==> src/sv/pfa_pkg.sv <==
// pfa_pkg: shared types, widths and the control store for the page frame allocator
// used by the sequencer and the top level; depends on nothing else

package pfa_pkg;

	localparam int FRAME_COUNT = 128;
	localparam int IDX_W       = $clog2(FRAME_COUNT);
	localparam int LINK_W      = $clog2(FRAME_COUNT + 1);
	localparam int CNT_W       = (LINK_W > 8) ? LINK_W : 8;

	localparam int COUNT_W = 8;
	localparam int CHAIN_W = 7;
	localparam int FIRST_W = 7;

	localparam logic [LINK_W-1:0] NULL_LINK = LINK_W'(FRAME_COUNT);

	localparam logic OP_ALLOC = 1'b0;
	localparam logic OP_FREE  = 1'b1;

	typedef logic [2:0] step_t;

	localparam step_t STEP_IDLE   = 3'd0;
	localparam step_t STEP_CHECK  = 3'd1;
	localparam step_t STEP_READ   = 3'd2;
	localparam step_t STEP_WALK   = 3'd3;
	localparam step_t STEP_COMMIT = 3'd4;
	localparam step_t STEP_EMPTY  = 3'd5;

	typedef enum logic [2:0] {
		C_NEXT,
		C_JUMP,
		C_NOSTART,
		C_EMPTY,
		C_MORE
	} cond_t;

	typedef struct packed {
		logic  ld_req;
		logic  setup;
		logic  rd_tail;
		logic  walk;
		logic  commit;
		logic  emit_empty;
		cond_t cond;
		step_t target;
	} ctl_t;

	typedef struct packed {
		logic start;
		logic early_empty;
		logic walk_more;
	} stat_t;

	function automatic logic is_null(input logic [LINK_W-1:0] v);
		return v >= NULL_LINK;
	endfunction

	// power-on link of frame i is i+1; for the last frame that equals the null code
	function automatic logic [LINK_W-1:0] reset_link(input logic [IDX_W-1:0] idx);
		return LINK_W'(idx) + LINK_W'(1);
	endfunction

	function automatic ctl_t ucode(input step_t step);
		ctl_t w;
		w = '{ld_req: 1'b0, setup: 1'b0, rd_tail: 1'b0, walk: 1'b0, commit: 1'b0,
			emit_empty: 1'b0, cond: C_JUMP, target: STEP_IDLE};
		case (step)
			STEP_IDLE: begin
				w.ld_req = 1'b1;
				w.cond   = C_NOSTART;
				w.target = STEP_IDLE;
			end
			STEP_CHECK: begin
				w.setup  = 1'b1;
				w.cond   = C_EMPTY;
				w.target = STEP_EMPTY;
			end
			STEP_READ: begin
				w.rd_tail = 1'b1;
				w.cond    = C_NEXT;
			end
			STEP_WALK: begin
				w.walk   = 1'b1;
				w.cond   = C_MORE;
				w.target = STEP_WALK;
			end
			STEP_COMMIT: begin
				w.commit = 1'b1;
				w.cond   = C_JUMP;
				w.target = STEP_IDLE;
			end
			STEP_EMPTY: begin
				w.emit_empty = 1'b1;
				w.cond       = C_JUMP;
				w.target     = STEP_IDLE;
			end
			default: begin
				w.cond   = C_JUMP;
				w.target = STEP_IDLE;
			end
		endcase
		return w;
	endfunction

endpackage

==> src/sv/pfa_seq.sv <==
// pfa_seq: step counter and control store lookup for the allocator
// depends on pfa_pkg (control word, status and step codes)

module pfa_seq (
	input  logic           clk,
	input  logic           arst_n,
	input  pfa_pkg::stat_t stat,
	output pfa_pkg::ctl_t  ctl,
	output logic           busy
);

	pfa_pkg::step_t step_q;
	pfa_pkg::step_t step_nxt;

	assign ctl  = pfa_pkg::ucode(step_q);
	assign busy = (step_q != pfa_pkg::STEP_IDLE);

	always_comb begin
		case (ctl.cond)
			pfa_pkg::C_NEXT:    step_nxt = step_q + 3'd1;
			pfa_pkg::C_JUMP:    step_nxt = ctl.target;
			pfa_pkg::C_NOSTART: step_nxt = stat.start ? step_q + 3'd1 : ctl.target;
			pfa_pkg::C_EMPTY:   step_nxt = stat.early_empty ? ctl.target : step_q + 3'd1;
			pfa_pkg::C_MORE:    step_nxt = stat.walk_more ? ctl.target : step_q + 3'd1;
			default:            step_nxt = pfa_pkg::STEP_IDLE;
		endcase
	end

	always_ff @(posedge clk or negedge arst_n) begin
		if (!arst_n) begin
			step_q <= pfa_pkg::STEP_IDLE;
		end else begin
			step_q <= step_nxt;
		end
	end

endmodule

==> src/sv/page_frame_free_list_allocator.sv <==
// page_frame_free_list_allocator: free list of page frames kept in a link memory
// depends on pfa_pkg and pfa_seq
//
// Usage: drive opcode, page_count and chain_head with start high; the request
// transfers at a rising edge where start is high and busy is low. busy stays
// high until the request is finished. Exactly one result per request appears
// on first_frame / empty_result for one cycle with done high; nothing can
// hold it off, so it must be taken in that cycle.
// Allocate (opcode 0) cuts up to page_count frames off the head of the list
// and returns the first one; free (opcode 1) walks the given chain to its
// tail and puts the chain in front of the list, always with an empty result.
// Timing: the walk reads one link per cycle from the link memory, whose read
// port is the loop. An allocate walks at most page_count frames and a free at
// most FRAME_COUNT links, also for a chain that never reaches null. Zero
// counts or an empty list go from the check straight to the empty result.
// busy drops as done rises, so the next request can transfer at the edge that
// takes the result.
// Reset: the list holds every frame in order, head at frame 0. Per-entry
// valid bits stand in for the initial links, so there is no clearing pass
// and a request can transfer in the first cycle after reset.

module page_frame_free_list_allocator (
	input  logic                          clk,
	input  logic                          arst_n,
	input  logic                          start,
	output logic                          busy,
	input  logic                          opcode,
	input  logic [pfa_pkg::COUNT_W-1:0]   page_count,
	input  logic [pfa_pkg::CHAIN_W-1:0]   chain_head,
	output logic                          done,
	output logic [pfa_pkg::FIRST_W-1:0]   first_frame,
	output logic                          empty_result
);

	pfa_pkg::ctl_t  ctl;
	pfa_pkg::stat_t stat;

	// request registers
	logic                         op_q;
	logic [pfa_pkg::COUNT_W-1:0]  count_q;
	logic [pfa_pkg::CHAIN_W-1:0]  chain_q;

	// datapath
	logic [pfa_pkg::LINK_W-1:0]   head_q;
	logic [pfa_pkg::IDX_W-1:0]    tail_q;
	logic [pfa_pkg::IDX_W-1:0]    first_q;
	logic [pfa_pkg::CNT_W-1:0]    cnt_q;
	logic [pfa_pkg::CNT_W-1:0]    limit_q;

	// link memory
	logic [pfa_pkg::LINK_W-1:0]   link_mem [pfa_pkg::FRAME_COUNT];
	logic [pfa_pkg::FRAME_COUNT-1:0] vld_q;
	logic [pfa_pkg::LINK_W-1:0]   rd_data_q;
	logic                         rd_vld_q;
	logic [pfa_pkg::IDX_W-1:0]    rd_addr_q;
	logic [pfa_pkg::IDX_W-1:0]    rd_addr;
	logic                         rd_en;
	logic                         wr_en;
	logic [pfa_pkg::LINK_W-1:0]   wr_data;
	logic [pfa_pkg::LINK_W-1:0]   link;

	logic                         is_alloc;
	logic                         chain_null;
	logic                         accept;

	// result registers
	logic                         done_q;
	logic                         empty_q;
	logic [pfa_pkg::FIRST_W-1:0]  first_frame_q;

	pfa_seq u_seq (
		.clk    (clk),
		.arst_n (arst_n),
		.stat   (stat),
		.ctl    (ctl),
		.busy   (busy)
	);

	assign accept     = ctl.ld_req && start;
	assign is_alloc   = (op_q == pfa_pkg::OP_ALLOC);
	assign chain_null = (int'(chain_q) >= pfa_pkg::FRAME_COUNT);

	// an entry never written still holds its power-on link
	assign link = rd_vld_q ? rd_data_q : pfa_pkg::reset_link(rd_addr_q);

	assign stat.start       = start;
	assign stat.early_empty = is_alloc ?
		((count_q == '0) || pfa_pkg::is_null(head_q)) : chain_null;
	assign stat.walk_more   = (cnt_q < limit_q) && !pfa_pkg::is_null(link);

	assign rd_en   = ctl.rd_tail || (ctl.walk && stat.walk_more);
	assign rd_addr = ctl.rd_tail ? tail_q : link[pfa_pkg::IDX_W-1:0];
	assign wr_en   = ctl.commit;
	assign wr_data = is_alloc ? pfa_pkg::NULL_LINK : head_q;

	always_ff @(posedge clk) begin
		if (wr_en) begin
			link_mem[tail_q] <= wr_data;
		end
		if (rd_en) begin
			rd_data_q <= link_mem[rd_addr];
		end
	end

	always_ff @(posedge clk) begin
		if (rd_en) begin
			rd_vld_q  <= vld_q[rd_addr];
			rd_addr_q <= rd_addr;
		end
		if (accept) begin
			op_q    <= opcode;
			count_q <= page_count;
			chain_q <= chain_head;
		end
		if (ctl.setup) begin
			if (is_alloc) begin
				tail_q  <= pfa_pkg::IDX_W'(head_q);
				first_q <= pfa_pkg::IDX_W'(head_q);
				cnt_q   <= pfa_pkg::CNT_W'(1);
				limit_q <= pfa_pkg::CNT_W'(count_q);
			end else begin
				tail_q  <= pfa_pkg::IDX_W'(chain_q);
				first_q <= pfa_pkg::IDX_W'(chain_q);
				cnt_q   <= '0;
				limit_q <= pfa_pkg::CNT_W'(pfa_pkg::FRAME_COUNT);
			end
		end else if (ctl.walk && stat.walk_more) begin
			tail_q <= link[pfa_pkg::IDX_W-1:0];
			cnt_q  <= cnt_q + pfa_pkg::CNT_W'(1);
		end
		if (ctl.commit || ctl.emit_empty) begin
			empty_q       <= ctl.emit_empty || !is_alloc;
			first_frame_q <= (ctl.commit && is_alloc) ? pfa_pkg::FIRST_W'(first_q) : '0;
		end
	end

	always_ff @(posedge clk or negedge arst_n) begin
		if (!arst_n) begin
			head_q <= '0;
			vld_q  <= '0;
			done_q <= 1'b0;
		end else begin
			done_q <= ctl.commit || ctl.emit_empty;
			if (wr_en) begin
				vld_q[tail_q] <= 1'b1;
			end
			if (ctl.commit) begin
				if (is_alloc) begin
					head_q <= pfa_pkg::is_null(link) ? pfa_pkg::NULL_LINK : link;
				end else begin
					head_q <= pfa_pkg::LINK_W'(chain_q);
				end
			end
		end
	end

	assign done         = done_q;
	assign empty_result = empty_q;
	assign first_frame  = first_frame_q;

endmodule

==> config.mk <==
export PLATFORM = sky130hd
export DESIGN_NAME = page_frame_free_list_allocator
export DESIGN_NICKNAME = d
export VERILOG_FILES = /design/src/sv/pfa_pkg.sv /design/src/sv/pfa_seq.sv /design/src/sv/page_frame_free_list_allocator.sv
export SDC_FILE = /design/constraint.sdc
export NUM_CORES = 2
export LEC_CHECK = 0
export BUFFER_PORTS_ARGS = -buffer_cell sky130_fd_sc_hd__buf_2
export CORE_ASPECT_RATIO = 0.8
export CORE_MARGIN = 3
export CORE_UTILIZATION = 30
export DETAILED_ROUTE_END_ITERATION = 8
export HOLD_SLACK_MARGIN = 0.1
export MAX_ROUTING_LAYER = met4
export PLACE_DENSITY_LB_ADDON = 0.12
export SLEW_MARGIN = 10
export SYNTH_ARGS = -nofsm -noshare
export SYNTH_HDL_FRONTEND = slang
export SYNTH_HIERARCHICAL = 1
export SYNTH_SLANG_ARGS = --single-unit
==> constraint.sdc <==
create_clock -name clk -period 3.5 [get_ports clk]
set_input_delay 0.35 -clock clk [delete_from_list [all_inputs] [get_ports clk]]
set_output_delay 0.35 -clock clk [all_outputs]
set_load 0.1 [all_outputs]
==> flow_summary.yaml <==
yosys:
  syn_nets: 3677
  yosysWarnings: 6
  syn_area_per_cell_um2: 13.87
  synth_cells: 3644
  syn_area_mm2: 0.05054
power:
  p_per_area_mw_per_mm2: 1062
  p_int_mw: 40.24
  comb_power_share: 0.503
  p_leak_nw: 24.05
  power.switching_mw: 27.21
  ir_worst_vdd_v: 0.0007586
  p_clk_frac: 0.218
  switching_share: 0.4034
  p_seq_frac: 0.279
worst_setup_path:
  rrSetupSlack_ps: 7
  worstPathRequired_ps: 4130
  start_kind: "register"
  r2r-start: "u_seq/step_q[0]"
  arrival_ps: 4120
  worstPathMaxFanout: 7
  r2r_cells: 16
  end_kind: "register"
  rr_endpoint: "rd_vld_q"
  criticalPathCategory: "register to register"
final_layout:
  drive_gt1_frac: 0.2607
  num-fill-cells: 15930
  area_delta_synth_final_pct: 25.66
  final_area_mm2: 0.06350
  final_nets: 4269
  layout_common_cells: "1094 x edfxtp_1, 701 x nand2_1, 522 x buf_4, 345 x nand3_1, 259 x mux2i_1"
  layout_commonest_cell: "edfxtp_1"
sta:
  fin_crit_sh: 0.9980
  report.final.slew_viol_count: 0
  fin_ws_ps: 7.135
  max_slew.worst_pin.slew_ps: 1178
  hold_viol: 0
  maxSlewHeadroom: 0.2082
  worst_hold_slack_ps: 193.0
  min_period_ps: 3493
  finalSetupTns_ps: 0
  setup_viol: 0
  fin_skew_ps: 30.31
  rsz0062_at_grt: "true"
  fmax_mhz: 286.3
drt:
  post_drt_wl_per_cell_um: 26.64
  first_pass_iters: 6
  drt_iter0_markers: 3273
  via_per_inst: 4.996
  drcViolationCount: 0
  vias: 32930
  ant_nets: 0
  drt-total-wl_um: 175600
placed_design:
  gp_congestion: 0.9094
  place_hpwl_um: 118300
  placed_cell_area_mm2: 0.05767
  pre_cts_ws_ps: -612.6
  port_buffers: 28
cts:
  clockBufferDepth: 3
  cts_root_buf: "clkbuf_16"
  clkLatencyLatePin_ps: 790
  cts_tree: "done"
  numCtsBuffers: 134
  cts_sinks: 1234
  htreeDepth: 4
  clkTransAtPathRegs_ps: 70
global_route:
  grt_pass1_wl_um: 248300
  grt_max_degree: 80
  grt_pass1_vias: 31790
  globalRouteOverflowTotal: 0
  antenna_found_initial: 8
  grt.total_usage: 0.2052
die:
  ios: 29
  die_width_um: 464.9
  die_h_um: 373.1
  rows: 134
  core-area_mm2: 0.1672
  die-area_mm2: 0.1734
  initial_core_util: 0.3023
flow_run:
  cap_viol_max_count: 0
min_path:
  min_path_type: "input pin to asynchronous set/reset pin"
outcome:
  run_status: "finished clean"
[power groups by stage]
stage	Clock (mW)	Sequential, mW	Combinational, mW
floorplan	0	19.3	14.7
global placement	0	19.1	31.6
detailed placement	0	19.1	31.5
CTS	15.0	18.8	32.4
global route	15.6	18.9	36.0
finish	14.7	18.8	33.9
[sequential cells by signal (all words and copies together), names as in the netlist]
| name | count |
|---|---|
| link_mem | 1024 |
| vld_q | 128 |
| cnt_q | 8 |
| count_q | 8 |
| head_q | 8 |
| limit_q | 8 |
| rd_data_q | 8 |
| chain_q | 7 |
| first_frame | 7 |
| first_q | 7 |
| rd_addr_q | 7 |
| tail_q | 7 |
| u_seq/step_q | 3 |
| done | 1 |
| empty_result | 1 |
| op_q | 1 |
| rd_vld_q | 1 |
[critical path: stages, from the launching register on]
cell and delay (ps):
dfrtp_1 390, inv_2 80, ha_4 180, nor2b_4 170
buf_12 140, buf_4 160, inv_1 110, buf_4 160
a211oi_4 350, buf_4 180, a211oi_1 50, a311oi_2 340
a2111oi_4 70, buf_4 140, a41o_1 240, or4_4 440
nor3_2 150
[metal layers]
layer | GRT usage | wire (um) | up-vias | share of wire
met5 | - | 0 | - | 0
met4 | 0.04075 | 3152 | 0 | 0.018
met3 | 0.04361 | 13200 | 204 | 0.075
met2 | 0.2790 | 72490 | 1071 | 0.41
met1 | 0.3124 | 86800 | 16960 | 0.49
li1 | - | - | 14700 | -
[metrics by stage]
stage | std cells | power (mW) | utilization
floorplan | 3644 | 33.99 | -
global placement | 6283 | 50.67 | 0.3450
detailed placement | 6283 | 50.61 | 0.3450
CTS | 6556 | 66.29 | 0.3754
global route | 6592 | 70.49 | 0.3799
finish | 6592 | 67.45 | 0.3799
[how the worst max path moves through the flow]
stage | start | end | slack (ps) | cells past startpoint
after global placement | u_seq/step_q[0] | rd_vld_q | -680 | 15
final | u_seq/step_q[0] | rd_vld_q | 7 | 16
after global routing | u_seq/step_q[1] | rd_data_q[1] | -30 | 13
after CTS | rd_addr_q[0] | rd_vld_q | -20 | 15
after detailed placement | u_seq/step_q[0] | rd_data_q[4] | -610 | 13
after floorplan | op_q | link_mem[0][5] | 400 | 3
[cell type report]
cell class,count,area [um^2],share of cell area
inverters,30,167.7,0.002640
multi-input cells,2174,13600,0.2142
diodes,2,5.005,0.00007881
well taps,2244,2808,0.04421
clock buffers,194,3824,0.06021
repair inverters,2,20.02,0.0003153
flip-flops and latches,1234,36350,0.5725
repair buffers,660,6030,0.09495
clock inverters,52,689.4,0.01086
[what timing repair did]
item | in CTS | in global routing
hold endpoints to repair | 83 | 0
resized for setup | 50 | 78
gates cloned | 3 | 5
pin swaps | 7 | 22
hold buffers | 18 | 0
buffers inserted | 7 | 31
setup endpoints to repair | 9 | 9
Note: power is estimated with default switching activity, not from simulation.
